File: src/hdl/sipf_pkg.sv
// ----------------------------------------------------------------------------
// sipf_pkg
// Shared types, codes and frame builder for the servo instruction packet
// framer.
// ----------------------------------------------------------------------------
package sipf_pkg;

  localparam int unsigned BYTE_W     = 8;
  localparam int unsigned FRAME_BYTES = 8;   // header through last parameter
  localparam int unsigned FRAME_W    = BYTE_W * FRAME_BYTES;
  localparam int unsigned IDX_W      = 4;

  localparam logic [BYTE_W-1:0] HDR_BYTE    = 8'hFF;
  localparam logic [BYTE_W-1:0] INSTR_WRITE = 8'h03;
  localparam logic [BYTE_W-1:0] INSTR_READ  = 8'h02;

  // Request modes
  localparam logic [1:0] MODE_BARE  = 2'd0;
  localparam logic [1:0] MODE_WRBYTE = 2'd1;
  localparam logic [1:0] MODE_WRWORD = 2'd2;
  localparam logic [1:0] MODE_READ  = 2'd3;

  // Index of the first byte that counts toward the checksum (servo id)
  localparam logic [IDX_W-1:0] SUM_FIRST_IDX = 4'd2;

  typedef struct packed {
    logic [FRAME_W-1:0] bytes;     // byte 0 in bits [7:0], sent first
    logic [IDX_W-1:0]   last_idx;  // index of the last byte before checksum
  } frame_t;

  typedef struct packed {
    logic sum_en;      // current head byte is part of the checksum
    logic final_byte;  // current head byte is the last before checksum
  } shreg_stat_t;

  function automatic frame_t build_frame(
    input logic [1:0]        mode,
    input logic [BYTE_W-1:0] servo_id,
    input logic [BYTE_W-1:0] instruction_code,
    input logic [BYTE_W-1:0] register_address,
    input logic [15:0]       write_value,
    input logic [BYTE_W-1:0] read_count
  );
    frame_t            f;
    logic [BYTE_W-1:0] instr;
    logic [BYTE_W-1:0] len;
    logic [BYTE_W-1:0] p0;
    logic [BYTE_W-1:0] p1;
    logic [BYTE_W-1:0] p2;
    logic [IDX_W-1:0]  last;
    p0 = '0;
    p1 = '0;
    p2 = '0;
    unique case (mode)
      MODE_BARE: begin
        instr = instruction_code;
        len   = 8'd2;
        last  = 4'd4;
      end
      MODE_WRBYTE: begin
        instr = INSTR_WRITE;
        len   = 8'd4;
        p0    = register_address;
        p1    = write_value[7:0];
        last  = 4'd6;
      end
      MODE_WRWORD: begin
        instr = INSTR_WRITE;
        len   = 8'd5;
        p0    = register_address;
        p1    = write_value[7:0];
        p2    = write_value[15:8];
        last  = 4'd7;
      end
      default: begin
        instr = INSTR_READ;
        len   = 8'd4;
        p0    = register_address;
        p1    = read_count;
        last  = 4'd6;
      end
    endcase
    f.bytes    = {p2, p1, p0, instr, len, servo_id, HDR_BYTE, HDR_BYTE};
    f.last_idx = last;
    return f;
  endfunction

endpackage

File: src/hdl/sipf_shreg.sv
// ----------------------------------------------------------------------------
// sipf_shreg
// Byte-wide shift register holding the frame; presents one byte per step.
// ----------------------------------------------------------------------------
module sipf_shreg (
  input  logic                           clk,
  input  logic                           rst,
  input  logic                           load,
  input  sipf_pkg::frame_t               frame,
  input  logic                           shift,
  output logic [sipf_pkg::BYTE_W-1:0]    head,
  output sipf_pkg::shreg_stat_t          stat
);

  logic [sipf_pkg::FRAME_W-1:0] data;
  logic [sipf_pkg::IDX_W-1:0]   idx;
  logic [sipf_pkg::IDX_W-1:0]   last_idx;

  always_ff @(posedge clk) begin
    if (rst) begin
      idx <= '0;
    end else if (load) begin
      idx <= '0;
    end else if (shift) begin
      idx <= idx + 1'b1;
    end
  end

  always_ff @(posedge clk) begin
    if (load) begin
      data     <= frame.bytes;
      last_idx <= frame.last_idx;
    end else if (shift) begin
      // advance one byte toward the head
      data <= {{sipf_pkg::BYTE_W{1'b0}}, data[sipf_pkg::FRAME_W-1:sipf_pkg::BYTE_W]};
    end
  end

  assign head            = data[sipf_pkg::BYTE_W-1:0];
  assign stat.sum_en     = (idx >= sipf_pkg::SUM_FIRST_IDX);
  assign stat.final_byte = (idx == last_idx);

endmodule

File: src/hdl/sipf_csum.sv
// ----------------------------------------------------------------------------
// sipf_csum
// Running 8-bit checksum accumulator, one byte per cycle while enabled.
// ----------------------------------------------------------------------------
module sipf_csum (
  input  logic                        clk,
  input  logic                        clr,
  input  logic                        en,
  input  logic [sipf_pkg::BYTE_W-1:0] din,
  output logic [sipf_pkg::BYTE_W-1:0] chk
);

  logic [sipf_pkg::BYTE_W-1:0] sum;

  always_ff @(posedge clk) begin
    if (clr) begin
      sum <= '0;
    end else if (en) begin
      sum <= sum + din;  // wraps modulo 256
    end
  end

  assign chk = ~sum;

endmodule

File: src/hdl/servo_instruction_packet_framer_top.sv
// ----------------------------------------------------------------------------
// servo_instruction_packet_framer_top
// Frames one servo request into an instruction packet, one byte per cycle while the output is not stalled.
// ----------------------------------------------------------------------------
//  Channel | Handshake            | Payload
//  --------+----------------------+-------------------------------------------
//  in      | in_valid / in_ready  | mode, servo_id, instruction_code,
//          |                      | register_address, write_value, read_count
//  out     | out_valid / out_ready| packet_byte, last_byte
//
//  A request of N packet bytes (6, 8 or 9) first loads the frame shift register;
//  then, with no output stall, the bytes pass one per cycle through the byte
//  shifter and the checksum adder.
//  in_ready is high only between packets; the checksum byte may still sit in
//  the output register while the next request is taken.
//  Output stalls hold the shifter and accumulator in place.
//  rst is synchronous and clears the control state and the output valid.
// ----------------------------------------------------------------------------
module servo_instruction_packet_framer_top (
  input  logic        clk,
  input  logic        rst,
  input  logic        in_valid,
  output logic        in_ready,
  input  logic [1:0]  mode,
  input  logic [7:0]  servo_id,
  input  logic [7:0]  instruction_code,
  input  logic [7:0]  register_address,
  input  logic [15:0] write_value,
  input  logic [7:0]  read_count,
  output logic        out_valid,
  input  logic        out_ready,
  output logic [7:0]  packet_byte,
  output logic        last_byte
);

  typedef enum logic [2:0] {
    ST_IDLE = 3'b001,
    ST_SEND = 3'b010,
    ST_CHK  = 3'b100
  } state_t;

  state_t                      state;
  state_t                      state_next;
  logic                        accept;
  logic                        adv;
  logic                        send_step;
  sipf_pkg::frame_t            frame;
  logic [sipf_pkg::BYTE_W-1:0] head;
  sipf_pkg::shreg_stat_t       stat;
  logic [sipf_pkg::BYTE_W-1:0] chk;

  assign in_ready  = (state == ST_IDLE);
  assign accept    = in_valid && in_ready;
  assign adv       = !out_valid || out_ready;
  assign send_step = (state == ST_SEND) && adv;

  assign frame = sipf_pkg::build_frame(mode, servo_id, instruction_code,
                                       register_address, write_value, read_count);

  sipf_shreg u_shreg (
    .clk   (clk),
    .rst   (rst),
    .load  (accept),
    .frame (frame),
    .shift (send_step),
    .head  (head),
    .stat  (stat)
  );

  sipf_csum u_csum (
    .clk (clk),
    .clr (accept),
    .en  (send_step && stat.sum_en),
    .din (head),
    .chk (chk)
  );

  always_comb begin
    state_next = state;
    unique case (state)
      ST_IDLE: if (accept) state_next = ST_SEND;
      ST_SEND: if (adv && stat.final_byte) state_next = ST_CHK;
      ST_CHK:  if (adv) state_next = ST_IDLE;
      default: state_next = ST_IDLE;
    endcase
  end

  always_ff @(posedge clk) begin
    if (rst) begin
      state     <= ST_IDLE;
      out_valid <= 1'b0;
    end else begin
      state <= state_next;
      if (adv) begin
        out_valid <= (state == ST_SEND) || (state == ST_CHK);
      end
    end
  end

  always_ff @(posedge clk) begin
    if (send_step) begin
      packet_byte <= head;
      last_byte   <= 1'b0;
    end else if ((state == ST_CHK) && adv) begin
      packet_byte <= chk;
      last_byte   <= 1'b1;
    end
  end

endmodule

File: config.mk
export PLATFORM = sky130hd
export DESIGN_NAME = servo_instruction_packet_framer_top
export DESIGN_NICKNAME = d
export VERILOG_FILES = /design/src/hdl/sipf_pkg.sv /design/src/hdl/sipf_shreg.sv /design/src/hdl/sipf_csum.sv /design/src/hdl/servo_instruction_packet_framer_top.sv
export SDC_FILE = /design/constraint.sdc
export NUM_CORES = 1
export LEC_CHECK = 0
export ABC_AREA = 1
export BUFFER_PORTS_ARGS = -buffer_cell sky130_fd_sc_hd__clkbuf_2
export CORE_MARGIN = 2
export CORE_UTILIZATION = 56
export DETAILED_ROUTE_END_ITERATION = 16
export HOLD_SLACK_MARGIN = 0.03
export PLACE_DENSITY = 0.79
export SLEW_MARGIN = 20
export SYNTH_ARGS = -nofsm -noshare
export SYNTH_HDL_FRONTEND = slang
export SYNTH_SLANG_ARGS = --single-unit
File: constraint.sdc
create_clock -name clk -period 1.8 [get_ports clk]
set_input_delay 0.36 -clock clk [delete_from_list [all_inputs] [get_ports clk]]
set_output_delay 0.36 -clock clk [all_outputs]
set_load 0.03 [all_outputs]
==> results of run 1 <==
-- logic make-up after synthesis --
group,share of synthesized area
AOI/OAI and AO/OA,0.127
DFF,0.576
and+or+nand+nor,0.173
xor gates and xnor gates,0.00630
buffers and inverters,0.0713
adders and majority gates,0.0468
-- registers in the layout (all words and copies together), names as in the netlist --
register          cells
u_shreg.data         64
packet_byte           8
u_csum.sum            8
u_shreg.idx           4
state                 3
u_shreg.last_idx      2
last_byte             1
out_valid             1
-- metrics by stage --
stage,hold WS (ns),setup slack [ns],std cells
after detailed placement,0.451,0.162,605
after CTS,0.201,0.170,621
after global routing,0.222,0.0371,621
after floorplan,0.429,0.00915,447
final,0.211,0.187,621
after global placement,0.444,0.209,605
-- worst paths after layout --
path	cells past startpoint	to	from
max	6	u_shreg.data[1]$_SDFFE_PP1P_	state[1]$_SDFFE_PP0P_
min	2	state[1]$_SDFFE_PP0P_	rst
max reg2reg	6	u_shreg.data[1]$_SDFFE_PP1P_	state[1]$_SDFFE_PP0P_
min reg2reg	2	u_shreg.data[4]$_SDFFE_PP1P_	u_shreg.data[12]$_SDFFE_PP1P_
-- per-layer routing --
metal	share of wire	GRT usage	routed length, um
met3	0.052	0.0409	416
met1	0.43	0.263	3470
met2	0.49	0.342	3950
met4	0.026	0.0949	206
met5	0	0	0
-- power by group --
group / total (mW) / internal, mW / switching, mW
clock network: 1.25 / 0.516 / 0.738
registers: 2.48 / 2.43 / 0.0578
logic: 0.558 / 0.206 / 0.352
-- synth_stat cells (all sizes together) --
library cell	count	area [um2]
clkbuf	3	11.3
o31ai	9	67.6
nand3	13	65.1
inv	55	206
o21ai	30	150
ha	14	175
or2	1	6.26
a21o	1	7.51
a22o	9	78.8
nand3b	2	15.0
a21oi	41	205
edfxtp	58	1740
a211oi	1	7.51
nor3b	1	7.51
buf	13	80.1
o211ai	1	7.51
nor2	52	203
fa	1	20.0
nand2	102	395
a22oi	1	7.51
dfxtp	33	661
nor3	1	16.3
xnor2	3	26.3
nand4	2	12.5
-- layout by cell type, fill, tap and decap left out, types with 2 or more instances in the layout --
cell / instances
o21ai_1: 21
a21oi_1: 41
nand2_1: 99
inv_2: 5
o31ai_1: 9
nand3_1: 13
clkbuf_2: 64
dfxtp_1: 33
nand4_1: 2
buf_4: 9
nand3b_1: 2
buf_12: 2
o21ai_0: 9
ha_1: 14
edfxtp_1: 58
inv_1: 50
inv_4: 2
xnor2_1: 3
clkinv_4: 3
nor2_1: 51
clkbuf_8: 9
a22o_1: 9
nand2_2: 2
-- worst max-delay path, stage by stage, from the launching register on --
cell and delay [ns]:
dfxtp_1 0.35, nor3_4 0.27, nand2_2 0.22, nand2_4 0.27, buf_12 0.20, inv_2 0.09
a22oi_1 0.13
-- area by class of cell --
cell class / instances / share of cell area
Clock inverter: 6 / 0.00989
Timing Repair Buffer: 75 / 0.0890
Sequential cell: 91 / 0.499
Clock buffer: 10 / 0.0265
Tap cell: 99 / 0.0258
Multi-Input combinational cell: 285 / 0.306
Inverter: 55 / 0.0429
==> run_summary.xml, run 1 <==
<?xml version="1.0" encoding="UTF-8"?>
<metrics>
  <group name="place">
    <metric name="gp_routability_congestion" unit="">0.810</metric>
    <metric name="place.port_buffers" unit="">64</metric>
    <metric name="postPlaceCellArea" unit="um2">4630</metric>
    <metric name="place_hpwl" unit="um">5880</metric>
  </group>
  <group name="global_routing">
    <metric name="grt_overflow_total" unit="">0</metric>
    <metric name="groute.usage.overall" unit="">0.207</metric>
    <metric name="grt_start_max_net_pins" unit="">34</metric>
    <metric name="grt_pass1_wl" unit="um">13400</metric>
    <metric name="grt_pass1_vias" unit="">2989</metric>
    <metric name="number_of_antenna_violations_at_the_first_check_in_global_routing" unit="">0</metric>
  </group>
  <group name="pwr">
    <metric name="power_density" unit="nW/um2">893</metric>
    <metric name="fin_total_pwr" unit="mW">4.29</metric>
    <metric name="p_leak" unit="nW">2.12</metric>
    <metric name="peak_supply_drop" unit="mV">0.516</metric>
  </group>
  <group name="finish">
    <metric name="area_growth" unit="%">15.2</metric>
    <metric name="final_cell_area" unit="um2">4810</metric>
    <metric name="antenna_cells" unit="">0</metric>
    <metric name="fillCellCount" unit="">581</metric>
    <metric name="fin_util" unit="">0.663</metric>
    <metric name="drive_above_1_share" unit="">0.193</metric>
    <metric name="sequential_cell_area" unit="um2">2400</metric>
    <metric name="footprint_of_the_multi_input_gates" unit="um2">1470</metric>
    <metric name="layout.nets" unit="">586</metric>
  </group>
  <group name="cts">
    <metric name="cts-hold-fix-buffers" unit="">0</metric>
    <metric name="cts_tree" unit="">yes</metric>
    <metric name="postCtsResizedCells" unit="">0</metric>
    <metric name="cts.path.max_buffers" unit="">2</metric>
    <metric name="cts_htree_levels" unit="">3</metric>
    <metric name="numClockSinks" unit="">91</metric>
    <metric name="clk_pin_slew" unit="ns">0.09</metric>
    <metric name="clock_tree.root_cell" unit="">clkbuf_8</metric>
    <metric name="cts-buffers-inserted" unit="">9</metric>
    <metric name="cts_post_setup_buffers_inserted" unit="">0</metric>
    <metric name="worst_skew_pair.late_latency" unit="ns">0.36</metric>
  </group>
  <group name="logic_synthesis">
    <metric name="post_synth.cell_area_avg" unit="um2">9.34</metric>
    <metric name="post_synth_instance_area" unit="um2">4170</metric>
    <metric name="synth_cell_type_count" unit="">31</metric>
    <metric name="postSynthRegisterBits" unit="">91</metric>
    <metric name="syn-instance-count" unit="">447</metric>
    <metric name="portion_of_the_post_synthesis_area_used_by_sequential_elements" unit="">0.576</metric>
    <metric name="yosys_warning_total" unit="">0</metric>
    <metric name="synth_fp_nets" unit="">516</metric>
  </group>
  <group name="timing">
    <metric name="finalSetupViolations" unit="">0</metric>
    <metric name="grt_setup_unrepaired" unit="">false</metric>
    <metric name="drv_slew" unit="">0</metric>
    <metric name="max_freq" unit="MHz">620</metric>
    <metric name="period_share" unit="">0.896</metric>
    <metric name="slew-limit-headroom" unit="">0.770</metric>
    <metric name="min_period" unit="ns">1.61</metric>
    <metric name="tightest_slew" unit="ns">0.344</metric>
    <metric name="final_hold_viol_count" unit="">0</metric>
    <metric name="aggregate_negative_setup_slack" unit="ns">0</metric>
    <metric name="post_route_skew" unit="ns">0.00861</metric>
  </group>
  <group name="setup_path">
    <metric name="worst_path_maximum_fanout" unit="">20</metric>
    <metric name="timing.critical_path.from_type" unit="">register</metric>
    <metric name="regToRegSetupSlack" unit="ns">0.19</metric>
    <metric name="cp_capture_type" unit="">register</metric>
    <metric name="timing_worst_setup_path_type" unit="">register to register</metric>
    <metric name="required" unit="ns">2.09</metric>
    <metric name="timing.critical_path.arrival" unit="ns">1.90</metric>
  </group>
  <group name="floorplan">
    <metric name="placementRows" unit="">31</metric>
    <metric name="initial_cell_density_of_the_core" unit="">0.575</metric>
    <metric name="die_width" unit="um">90.3</metric>
    <metric name="chipHeight" unit="um">90.3</metric>
    <metric name="core_region_area" unit="um2">7250</metric>
    <metric name="dieArea" unit="um2">8160</metric>
    <metric name="ios" unit="">65</metric>
  </group>
  <group name="run_status">
    <metric name="status" unit="">finished clean</metric>
  </group>
  <group name="detailed_routing">
    <metric name="post_drt_wl_per_cell" unit="um">13.0</metric>
    <metric name="detail-route-antenna-nets" unit="">0</metric>
    <metric name="number_of_design_rule_violations_left_after_detail_routing" unit="">0</metric>
    <metric name="initialDrtViolationCount" unit="">129</metric>
    <metric name="viasPerCell" unit="">5.06</metric>
    <metric name="detailroute.via_count" unit="">3141</metric>
    <metric name="drt_wirelength" unit="um">8040</metric>
    <metric name="first_pass_iters" unit="">4</metric>
  </group>
  <group name="flow_run">
    <metric name="max-cap-violations" unit="">0</metric>
  </group>
  <group name="min_path">
    <metric name="worst_min_delay_path_class" unit="">input pin to register</metric>
  </group>
</metrics>
No activity file was read; power rests on OpenSTA's default activity.
==> run 2, diff against run 1 <==
--- a/config.mk
+++ b/config.mk
@@ -7,12 +7,12 @@
 export LEC_CHECK = 0
 export ABC_AREA = 1
 export BUFFER_PORTS_ARGS = -buffer_cell sky130_fd_sc_hd__clkbuf_2
-export CORE_MARGIN = 2
-export CORE_UTILIZATION = 56
+export CORE_UTILIZATION = 58
 export DETAILED_ROUTE_END_ITERATION = 16
 export HOLD_SLACK_MARGIN = 0.03
-export PLACE_DENSITY = 0.79
+export PLACE_DENSITY = 0.8
 export SLEW_MARGIN = 20
 export SYNTH_ARGS = -nofsm -noshare
 export SYNTH_HDL_FRONTEND = slang
+export SYNTH_HIERARCHICAL = 1
 export SYNTH_SLANG_ARGS = --single-unit
==> run 2 against run 1 <==
Non-clock buffer count decreased by 1. Fmax down 3.2%. Critical path depth rose by 4. Synthesized cell count increased by 28%. First-iteration DRC count up 60%. Final cell count is 23% higher. Cell area up 16%. Sequential share of layout area down 2.8 points. Area after synthesis grew 17%. Clock skew up 0.0014 ns. Register-to-register slack got worse by 0.05 ns. Via count rose by 18%. Largest cell class unchanged.
==> run_summary.xml, run 2 <==
<?xml version="1.0" encoding="UTF-8"?>
<metrics>
  <group name="run_status">
    <metric name="status" unit="">finished clean</metric>
  </group>
  <group name="timing">
    <metric name="least_setup_slack_across_all_paths_after_layout" unit="ns">0.134</metric>
    <metric name="period_share" unit="">0.925</metric>
    <metric name="min_period" unit="ns">1.67</metric>
    <metric name="finalSetupViolations" unit="">0</metric>
    <metric name="grt_setup_unrepaired" unit="">false</metric>
    <metric name="max_freq" unit="MHz">600</metric>
    <metric name="drv_slew" unit="">0</metric>
    <metric name="final_hold_viol_count" unit="">0</metric>
    <metric name="post_route_skew" unit="ns">0.00996</metric>
  </group>
  <group name="flow_run">
    <metric name="max-cap-violations" unit="">0</metric>
  </group>
  <group name="finish">
    <metric name="layout.nets" unit="">721</metric>
    <metric name="largest_registers_in_the_final_layout" unit="">u_shreg/data x64, packet_byte x8, u_csum/sum x8</metric>
    <metric name="layout.cells.most_common_list" unit="">267 x nand2_1, 76 x edfxtp_1, 64 x clkbuf_2</metric>
    <metric name="antenna_cells" unit="">0</metric>
    <metric name="layout_commonest_cell" unit="">nand2_1</metric>
    <metric name="fin_util" unit="">0.681</metric>
    <metric name="regMostFlops" unit="">u_shreg/data</metric>
    <metric name="drive_above_1_share" unit="">0.170</metric>
    <metric name="area_growth" unit="%">14.2</metric>
    <metric name="largest_register_ff_count" unit="">64</metric>
  </group>
  <group name="pwr">
    <metric name="switching_share" unit="">0.281</metric>
    <metric name="power_density" unit="nW/um2">1030</metric>
    <metric name="intPower" unit="mW">4.13</metric>
    <metric name="peak_supply_drop" unit="mV">0.458</metric>
    <metric name="seqPwrFrac" unit="">0.510</metric>
    <metric name="p_switching" unit="mW">1.62</metric>
    <metric name="power.share.combinational" unit="">0.205</metric>
    <metric name="p_leak" unit="nW">2.81</metric>
    <metric name="clock_power_share" unit="">0.285</metric>
  </group>
  <group name="logic_synthesis">
    <metric name="synth_edf_count" unit="">76</metric>
    <metric name="portion_of_the_post_synthesis_area_used_by_sequential_elements" unit="">0.538</metric>
    <metric name="synth_cell_type_count" unit="">29</metric>
    <metric name="synthTopCellsByCount" unit="">269 x nand2_1, 76 x edfxtp_1, 64 x inv_1, 35 x nor2_1, 25 x nand3_1</metric>
    <metric name="post_synth.cell_area_avg" unit="um2">8.50</metric>
    <metric name="synth_top_flop_cell" unit="">edfxtp_1</metric>
    <metric name="synth.largest_area_cell" unit="">edfxtp_1</metric>
    <metric name="yosys_warning_total" unit="">6</metric>
    <metric name="syn-instance-count" unit="">574</metric>
    <metric name="synthDominantCellAreaShare" unit="">0.468</metric>
    <metric name="postSynth.asyncResetShare" unit="">0</metric>
    <metric name="postSynthRegisterBits" unit="">93</metric>
    <metric name="post_synth_instance_area" unit="um2">4880</metric>
    <metric name="synthMostInstantiatedCell" unit="">nand2_1</metric>
    <metric name="synth_top_cells_by_area" unit="">edfxtp_1 47%, nand2_1 21%, dfxtp_1 7.0%</metric>
  </group>
  <group name="min_path">
    <metric name="worstHoldStart" unit="">rst</metric>
    <metric name="worst_hold_path.num_cells" unit="">2</metric>
    <metric name="worst_min_delay_path_class" unit="">input pin to register</metric>
    <metric name="hold_path_end" unit="">state[1]$_SDFFE_PP0P_</metric>
  </group>
  <group name="global_routing">
    <metric name="grt_start_max_net_pins" unit="">74</metric>
    <metric name="number_of_antenna_violations_at_the_first_check_in_global_routing" unit="">0</metric>
    <metric name="grt_overflow_total" unit="">0</metric>
    <metric name="grt_pass1_vias" unit="">3591</metric>
    <metric name="groute.usage.overall" unit="">0.228</metric>
    <metric name="grt_pass1_wl" unit="um">15300</metric>
  </group>
  <group name="setup_path">
    <metric name="required" unit="ns">2.08</metric>
    <metric name="regToRegSetupSlack" unit="ns">0.13</metric>
    <metric name="ff2ff_path_depth" unit="">10</metric>
    <metric name="timing.critical_path.arrival" unit="ns">1.95</metric>
    <metric name="r2r_end" unit="">u_shreg/idx[1]$_SDFFE_PP0P_</metric>
    <metric name="timing_worst_setup_path_type" unit="">register to register</metric>
    <metric name="worst_path_maximum_fanout" unit="">37</metric>
    <metric name="timing.critical_path.from_type" unit="">register</metric>
    <metric name="critical_register_to_register_path_startpoint" unit="">state[1]$_SDFFE_PP0P_</metric>
    <metric name="cp_capture_type" unit="">register</metric>
  </group>
  <group name="cts">
    <metric name="clk_pin_slew" unit="ns">0.09</metric>
    <metric name="worst_skew_pair.late_latency" unit="ns">0.34</metric>
    <metric name="cts-buffers-inserted" unit="">9</metric>
    <metric name="cts_htree_levels" unit="">3</metric>
    <metric name="clock_tree.root_cell" unit="">clkbuf_8</metric>
    <metric name="cts.path.max_buffers" unit="">2</metric>
    <metric name="cts_tree" unit="">yes</metric>
    <metric name="cts-hold-fix-buffers" unit="">0</metric>
    <metric name="numClockSinks" unit="">93</metric>
  </group>
  <group name="detailed_routing">
    <metric name="viasPerCell" unit="">4.85</metric>
    <metric name="detailroute.via_count" unit="">3693</metric>
    <metric name="detail-route-antenna-nets" unit="">0</metric>
    <metric name="initialDrtViolationCount" unit="">206</metric>
    <metric name="number_of_design_rule_violations_left_after_detail_routing" unit="">0</metric>
    <metric name="post_drt_wl_per_cell" unit="um">12.2</metric>
    <metric name="first_pass_iters" unit="">5</metric>
    <metric name="drt_wirelength" unit="um">9270</metric>
  </group>
  <group name="floorplan">
    <metric name="placementRows" unit="">33</metric>
    <metric name="die_width" unit="um">93.7</metric>
    <metric name="initial_cell_density_of_the_core" unit="">0.597</metric>
    <metric name="dieArea" unit="um2">8780</metric>
    <metric name="ios" unit="">65</metric>
    <metric name="chipHeight" unit="um">93.7</metric>
    <metric name="core_region_area" unit="um2">8180</metric>
  </group>
  <group name="place">
    <metric name="place.port_buffers" unit="">64</metric>
    <metric name="gp_routability_congestion" unit="">0.858</metric>
    <metric name="dp_worst_setup_slack" unit="ns">-0.0638</metric>
    <metric name="place_hpwl" unit="um">5900</metric>
  </group>
</metrics>
run 2: cell types whose count changed after synthesis, moves of 11 or more:
cell | before | now
a21oi_1 | 41 | 13
edfxtp_1 | 58 | 76
nor2_1 | 51 | 35
buf_6 | 0 | 11
inv_1 | 50 | 64
dfxtp_1 | 33 | 17
nand2_1 | 99 | 269
o21ai_1 | 21 | 0
nand3_1 | 13 | 25
run 2: metrics by stage:
step	power (mW)	hold WS (ns)	setup TNS (ns)	area (um2)	cells
floorplan	3.88	0.422	-9.43	4970	595
global placement	4.03	0.440	0	5260	743
detailed placement	4.09	0.447	-3.81	5260	743
CTS	5.73	0.191	0	5510	760
global route	6.06	0.194	0	5570	762
finish	5.75	0.206	0	5570	762
run 2: cell type report:
class / count / area, um2
Timing Repair Buffer: 74 / 438
Inverter: 67 / 259
Clock buffer: 10 / 128
Clock inverter: 6 / 111
Sequential cell: 93 / 2620
Tap cell: 105 / 131
Multi-Input combinational cell: 407 / 1880
Fill cell: 673 / 2610
run 2: layer usage:
layer,routed length [um],share of wire,GRT usage,vias up
li1,-,-,-,1910
met1,3800,0.41,0.243,1668
met2,4930,0.53,0.436,101
met3,374,0.040,0.0372,14
met4,165,0.018,0.103,0
met5,0,0,0,-
run 2: repair_timing:
action                                  4_1_cts  5_1_grt
cloned                                        1        2
resized for setup                             2       10
buffers inserted                              0        0
endpoints found under the setup margin      120       17
run 2: worst max-delay path by stage:
stage | start | to | slack [ns] | cells past startpoint
after floorplan | state[1]$_SDFFE_PP0P_ | u_shreg/data[0]$_DFFE_PP_ | -0.15 | 7
after CTS | state[2]$_SDFFE_PP0P_ | packet_byte[7]$_DFFE_PP_ | 0.03 | 6
after global routing | state[1]$_SDFFE_PP0P_ | u_shreg/idx[1]$_SDFFE_PP0P_ | 0.008 | 10
after detailed placement | state[1]$_SDFFE_PP0P_ | u_shreg/data[19]$_DFFE_PP_ | -0.06 | 9
after global placement | state[1]$_SDFFE_PP0P_ | u_shreg/data[46]$_DFFE_PP_ | 0.007 | 6
final | state[1]$_SDFFE_PP0P_ | u_shreg/idx[1]$_SDFFE_PP0P_ | 0.13 | 10
run 2: worst max-delay path, cell delays in order, from the launching register on:
cell     delay [ns]
dfxtp_2        0.39
nor2_2         0.06
nand2_1        0.10
inv_2          0.05
nand2_2        0.09
inv_4          0.05
buf_4          0.17
buf_16         0.18
nor2_1         0.25
o21ai_0        0.14
a21oi_1        0.13
run 2: kinds of logic after synthesis:
logic type,Yosys count,share of synthesized area
buf+inv,96,0.100
compound gates,21,0.0249
xor+xnor,5,0.0105
fa+ha+maj,15,0.0400
other cells,2,0.00154
simple gates,342,0.285
flops,93,0.538
run 2: power by group through the flow:
stage / sequential (mW) / clock [mW] / combinational, mW
after floorplan: 2.97 / 0 / 0.913
after global placement: 2.97 / 0 / 1.05
after detailed placement: 2.99 / 0 / 1.10
after CTS: 2.93 / 1.67 / 1.13
after global routing: 2.96 / 1.76 / 1.34
final: 2.93 / 1.64 / 1.18
==> run 3, diff against run 2 <==
--- a/config.mk
+++ b/config.mk
@@ -8,9 +8,10 @@
 export ABC_AREA = 1
 export BUFFER_PORTS_ARGS = -buffer_cell sky130_fd_sc_hd__clkbuf_2
 export CORE_UTILIZATION = 58
+export CTS_CLUSTER_DIAMETER = 40
 export DETAILED_ROUTE_END_ITERATION = 16
 export HOLD_SLACK_MARGIN = 0.03
-export PLACE_DENSITY = 0.8
+export PLACE_DENSITY_LB_ADDON = 0.08
 export SLEW_MARGIN = 20
 export SYNTH_ARGS = -nofsm -noshare
 export SYNTH_HDL_FRONTEND = slang
==> run 3 against run 2 <==
Utilization decreased by 0.23 points. Non-clock buffer count up 4. Fmax is 0.90% lower. Power is 2.3% lower. Sequential power hardly changed.
==> run_summary.xml, run 3 (same netlist as run 2, synthesis figures left out) <==
<?xml version="1.0" encoding="UTF-8"?>
<metrics>
  <group name="run_status">
    <metric name="status" unit="">finished clean</metric>
  </group>
  <group name="setup_path">
    <metric name="timing_worst_setup_path_type" unit="">register to register</metric>
    <metric name="required" unit="ns">2.05</metric>
    <metric name="timing.critical_path.from_type" unit="">register</metric>
    <metric name="worst_path_maximum_fanout" unit="">3</metric>
    <metric name="timing.critical_path.arrival" unit="ns">1.93</metric>
    <metric name="cp_capture_type" unit="">register</metric>
    <metric name="regToRegSetupSlack" unit="ns">0.12</metric>
  </group>
  <group name="detailed_routing">
    <metric name="routedLengthMet1" unit="um">3780</metric>
    <metric name="post_drt_wl_per_cell" unit="um">11.5</metric>
    <metric name="highest_layer" unit="">met4</metric>
    <metric name="viasPerCell" unit="">4.73</metric>
    <metric name="met2_wirelength" unit="um">4510</metric>
    <metric name="initialDrtViolationCount" unit="">111</metric>
    <metric name="detail-route-antenna-nets" unit="">0</metric>
    <metric name="drt_wirelength" unit="um">8830</metric>
    <metric name="met3WireLength" unit="um">300</metric>
    <metric name="detailroute.via_count" unit="">3616</metric>
    <metric name="first_pass_iters" unit="">4</metric>
    <metric name="number_of_design_rule_violations_left_after_detail_routing" unit="">0</metric>
  </group>
  <group name="flow_run">
    <metric name="max-cap-violations" unit="">0</metric>
  </group>
  <group name="timing">
    <metric name="max_freq" unit="MHz">595</metric>
    <metric name="final_hold_viol_count" unit="">0</metric>
    <metric name="min_period" unit="ns">1.68</metric>
    <metric name="post_route_skew" unit="ns">0.0101</metric>
    <metric name="drv_slew" unit="">0</metric>
    <metric name="least_setup_slack_across_all_paths_after_layout" unit="ns">0.119</metric>
    <metric name="finalSetupViolations" unit="">0</metric>
    <metric name="hold_slack" unit="ns">0.178</metric>
    <metric name="period_share" unit="">0.934</metric>
  </group>
  <group name="floorplan">
    <metric name="ios" unit="">65</metric>
    <metric name="core_region_area" unit="um2">8180</metric>
    <metric name="initial_cell_density_of_the_core" unit="">0.597</metric>
    <metric name="dieArea" unit="um2">8780</metric>
    <metric name="die_width" unit="um">93.7</metric>
    <metric name="chipHeight" unit="um">93.7</metric>
    <metric name="placementRows" unit="">33</metric>
  </group>
  <group name="global_routing">
    <metric name="grt_pass1_wl" unit="um">14800</metric>
    <metric name="grt_overflow_total" unit="">0</metric>
    <metric name="number_of_antenna_violations_at_the_first_check_in_global_routing" unit="">0</metric>
    <metric name="groute.usage.overall" unit="">0.219</metric>
    <metric name="grt_pass1_vias" unit="">3367</metric>
    <metric name="grt_start_max_net_pins" unit="">34</metric>
  </group>
  <group name="cts">
    <metric name="clock_tree.root_cell" unit="">clkbuf_8</metric>
    <metric name="cts_tree" unit="">yes</metric>
    <metric name="cts_htree_levels" unit="">3</metric>
    <metric name="cts-buffers-inserted" unit="">9</metric>
    <metric name="numClockSinks" unit="">93</metric>
    <metric name="cts.path.max_buffers" unit="">2</metric>
    <metric name="clk_pin_slew" unit="ns">0.09</metric>
    <metric name="worst_skew_pair.late_latency" unit="ns">0.35</metric>
  </group>
  <group name="pwr">
    <metric name="fin_total_pwr" unit="mW">5.61</metric>
    <metric name="peak_supply_drop" unit="mV">0.524</metric>
    <metric name="p_leak" unit="nW">2.81</metric>
    <metric name="power_density" unit="nW/um2">1010</metric>
  </group>
  <group name="place">
    <metric name="postPlaceCellArea" unit="um2">5320</metric>
    <metric name="gp_routability_congestion" unit="">0.845</metric>
    <metric name="dp_worst_setup_slack" unit="ns">0.115</metric>
    <metric name="place.detailed.instances" unit="">748</metric>
    <metric name="place_hpwl" unit="um">6340</metric>
    <metric name="place.port_buffers" unit="">64</metric>
  </group>
  <group name="finish">
    <metric name="regMostFlops" unit="">u_shreg/data</metric>
    <metric name="final_cell_area" unit="um2">5550</metric>
    <metric name="stdcell_count" unit="">765</metric>
    <metric name="area_growth" unit="%">13.8</metric>
    <metric name="largest_registers_in_the_final_layout" unit="">u_shreg/data x64, packet_byte x8, u_csum/sum x8</metric>
    <metric name="drive_above_1_share" unit="">0.168</metric>
    <metric name="antenna_cells" unit="">0</metric>
    <metric name="layout.cells.most_common_list" unit="">268 x nand2_1, 76 x edfxtp_1, 64 x clkbuf_2</metric>
    <metric name="layout_commonest_cell" unit="">nand2_1</metric>
    <metric name="layout.nets" unit="">724</metric>
    <metric name="largest_register_ff_count" unit="">64</metric>
  </group>
  <group name="min_path">
    <metric name="worst_min_delay_path_class" unit="">input pin to register</metric>
  </group>
</metrics>
==> run 3: cell types whose count changed in the layout (fill, tap and decap cells not counted), sizes merged <==
cell | previous run | this run
or2 | 4 | 3
buf | 9 | 14
bufinv | 3 | 2
==> run 3: final cells by class <==
cell class | instances | area (um2)
tap | 105 | 131
clock inverter | 5 | 85.1
timing repair buffer | 78 | 467
multi-input combinational | 406 | 1860
sequential | 93 | 2620
inverter | 67 | 254
clock buffer | 11 | 131
fill | 682 | 2630
==> run 3: where the power goes <==
group | switching (mW) | internal, mW
clock network | 0.723 | 0.789
logic | 0.754 | 0.425
registers | 0.121 | 2.80
==> run 3: path summary, 6_finish.rpt <==
check	start	to	cells past startpoint
setup reg to reg	u_shreg/data[0]$_DFFE_PP_	u_csum/sum[6]$_SDFFE_PP0P_	11
setup / recovery	u_shreg/data[0]$_DFFE_PP_	u_csum/sum[6]$_SDFFE_PP0P_	11
hold / removal	rst	state[1]$_SDFFE_PP0P_	2
hold reg to reg	last_byte$_SDFFE_PN0P_	last_byte$_SDFFE_PN0P_	2
==> run 3: repair_timing <==
| action | CTS | global route |
|---|---|---|
| hold buffers | 0 | 0 |
| resized for setup | 0 | 2 |
| buffers inserted | 0 | 1 |
| endpoints found under the setup margin | 0 | 2 |
==> run 3: through the flow <==
step / utilization / TNS [ns]
after floorplan: - / -9.43
after global placement: 0.650 / 0
after detailed placement: 0.650 / 0
after CTS: 0.677 / 0
after global routing: 0.679 / -0.00931
final: 0.679 / 0
==> run 3: metal layers <==
metal | global-route usage | vias up
met5 | 0 | -
met4 | 0.108 | 0
met3 | 0.0396 | 18
met2 | 0.384 | 80
met1 | 0.256 | 1607
li1 | - | 1911
==> run 3: worst max-delay path: stages, from the launching register on <==
cell	delay, ns
edfxtp_1	0.37
ha_1	0.17
inv_1	0.06
fa_1	0.41
inv_1	0.07
nand2_1	0.06
nand2_2	0.10
nand3b_4	0.09
nand3_1	0.07
nand2_1	0.05
nor2_1	0.09
nor2_1	0.05
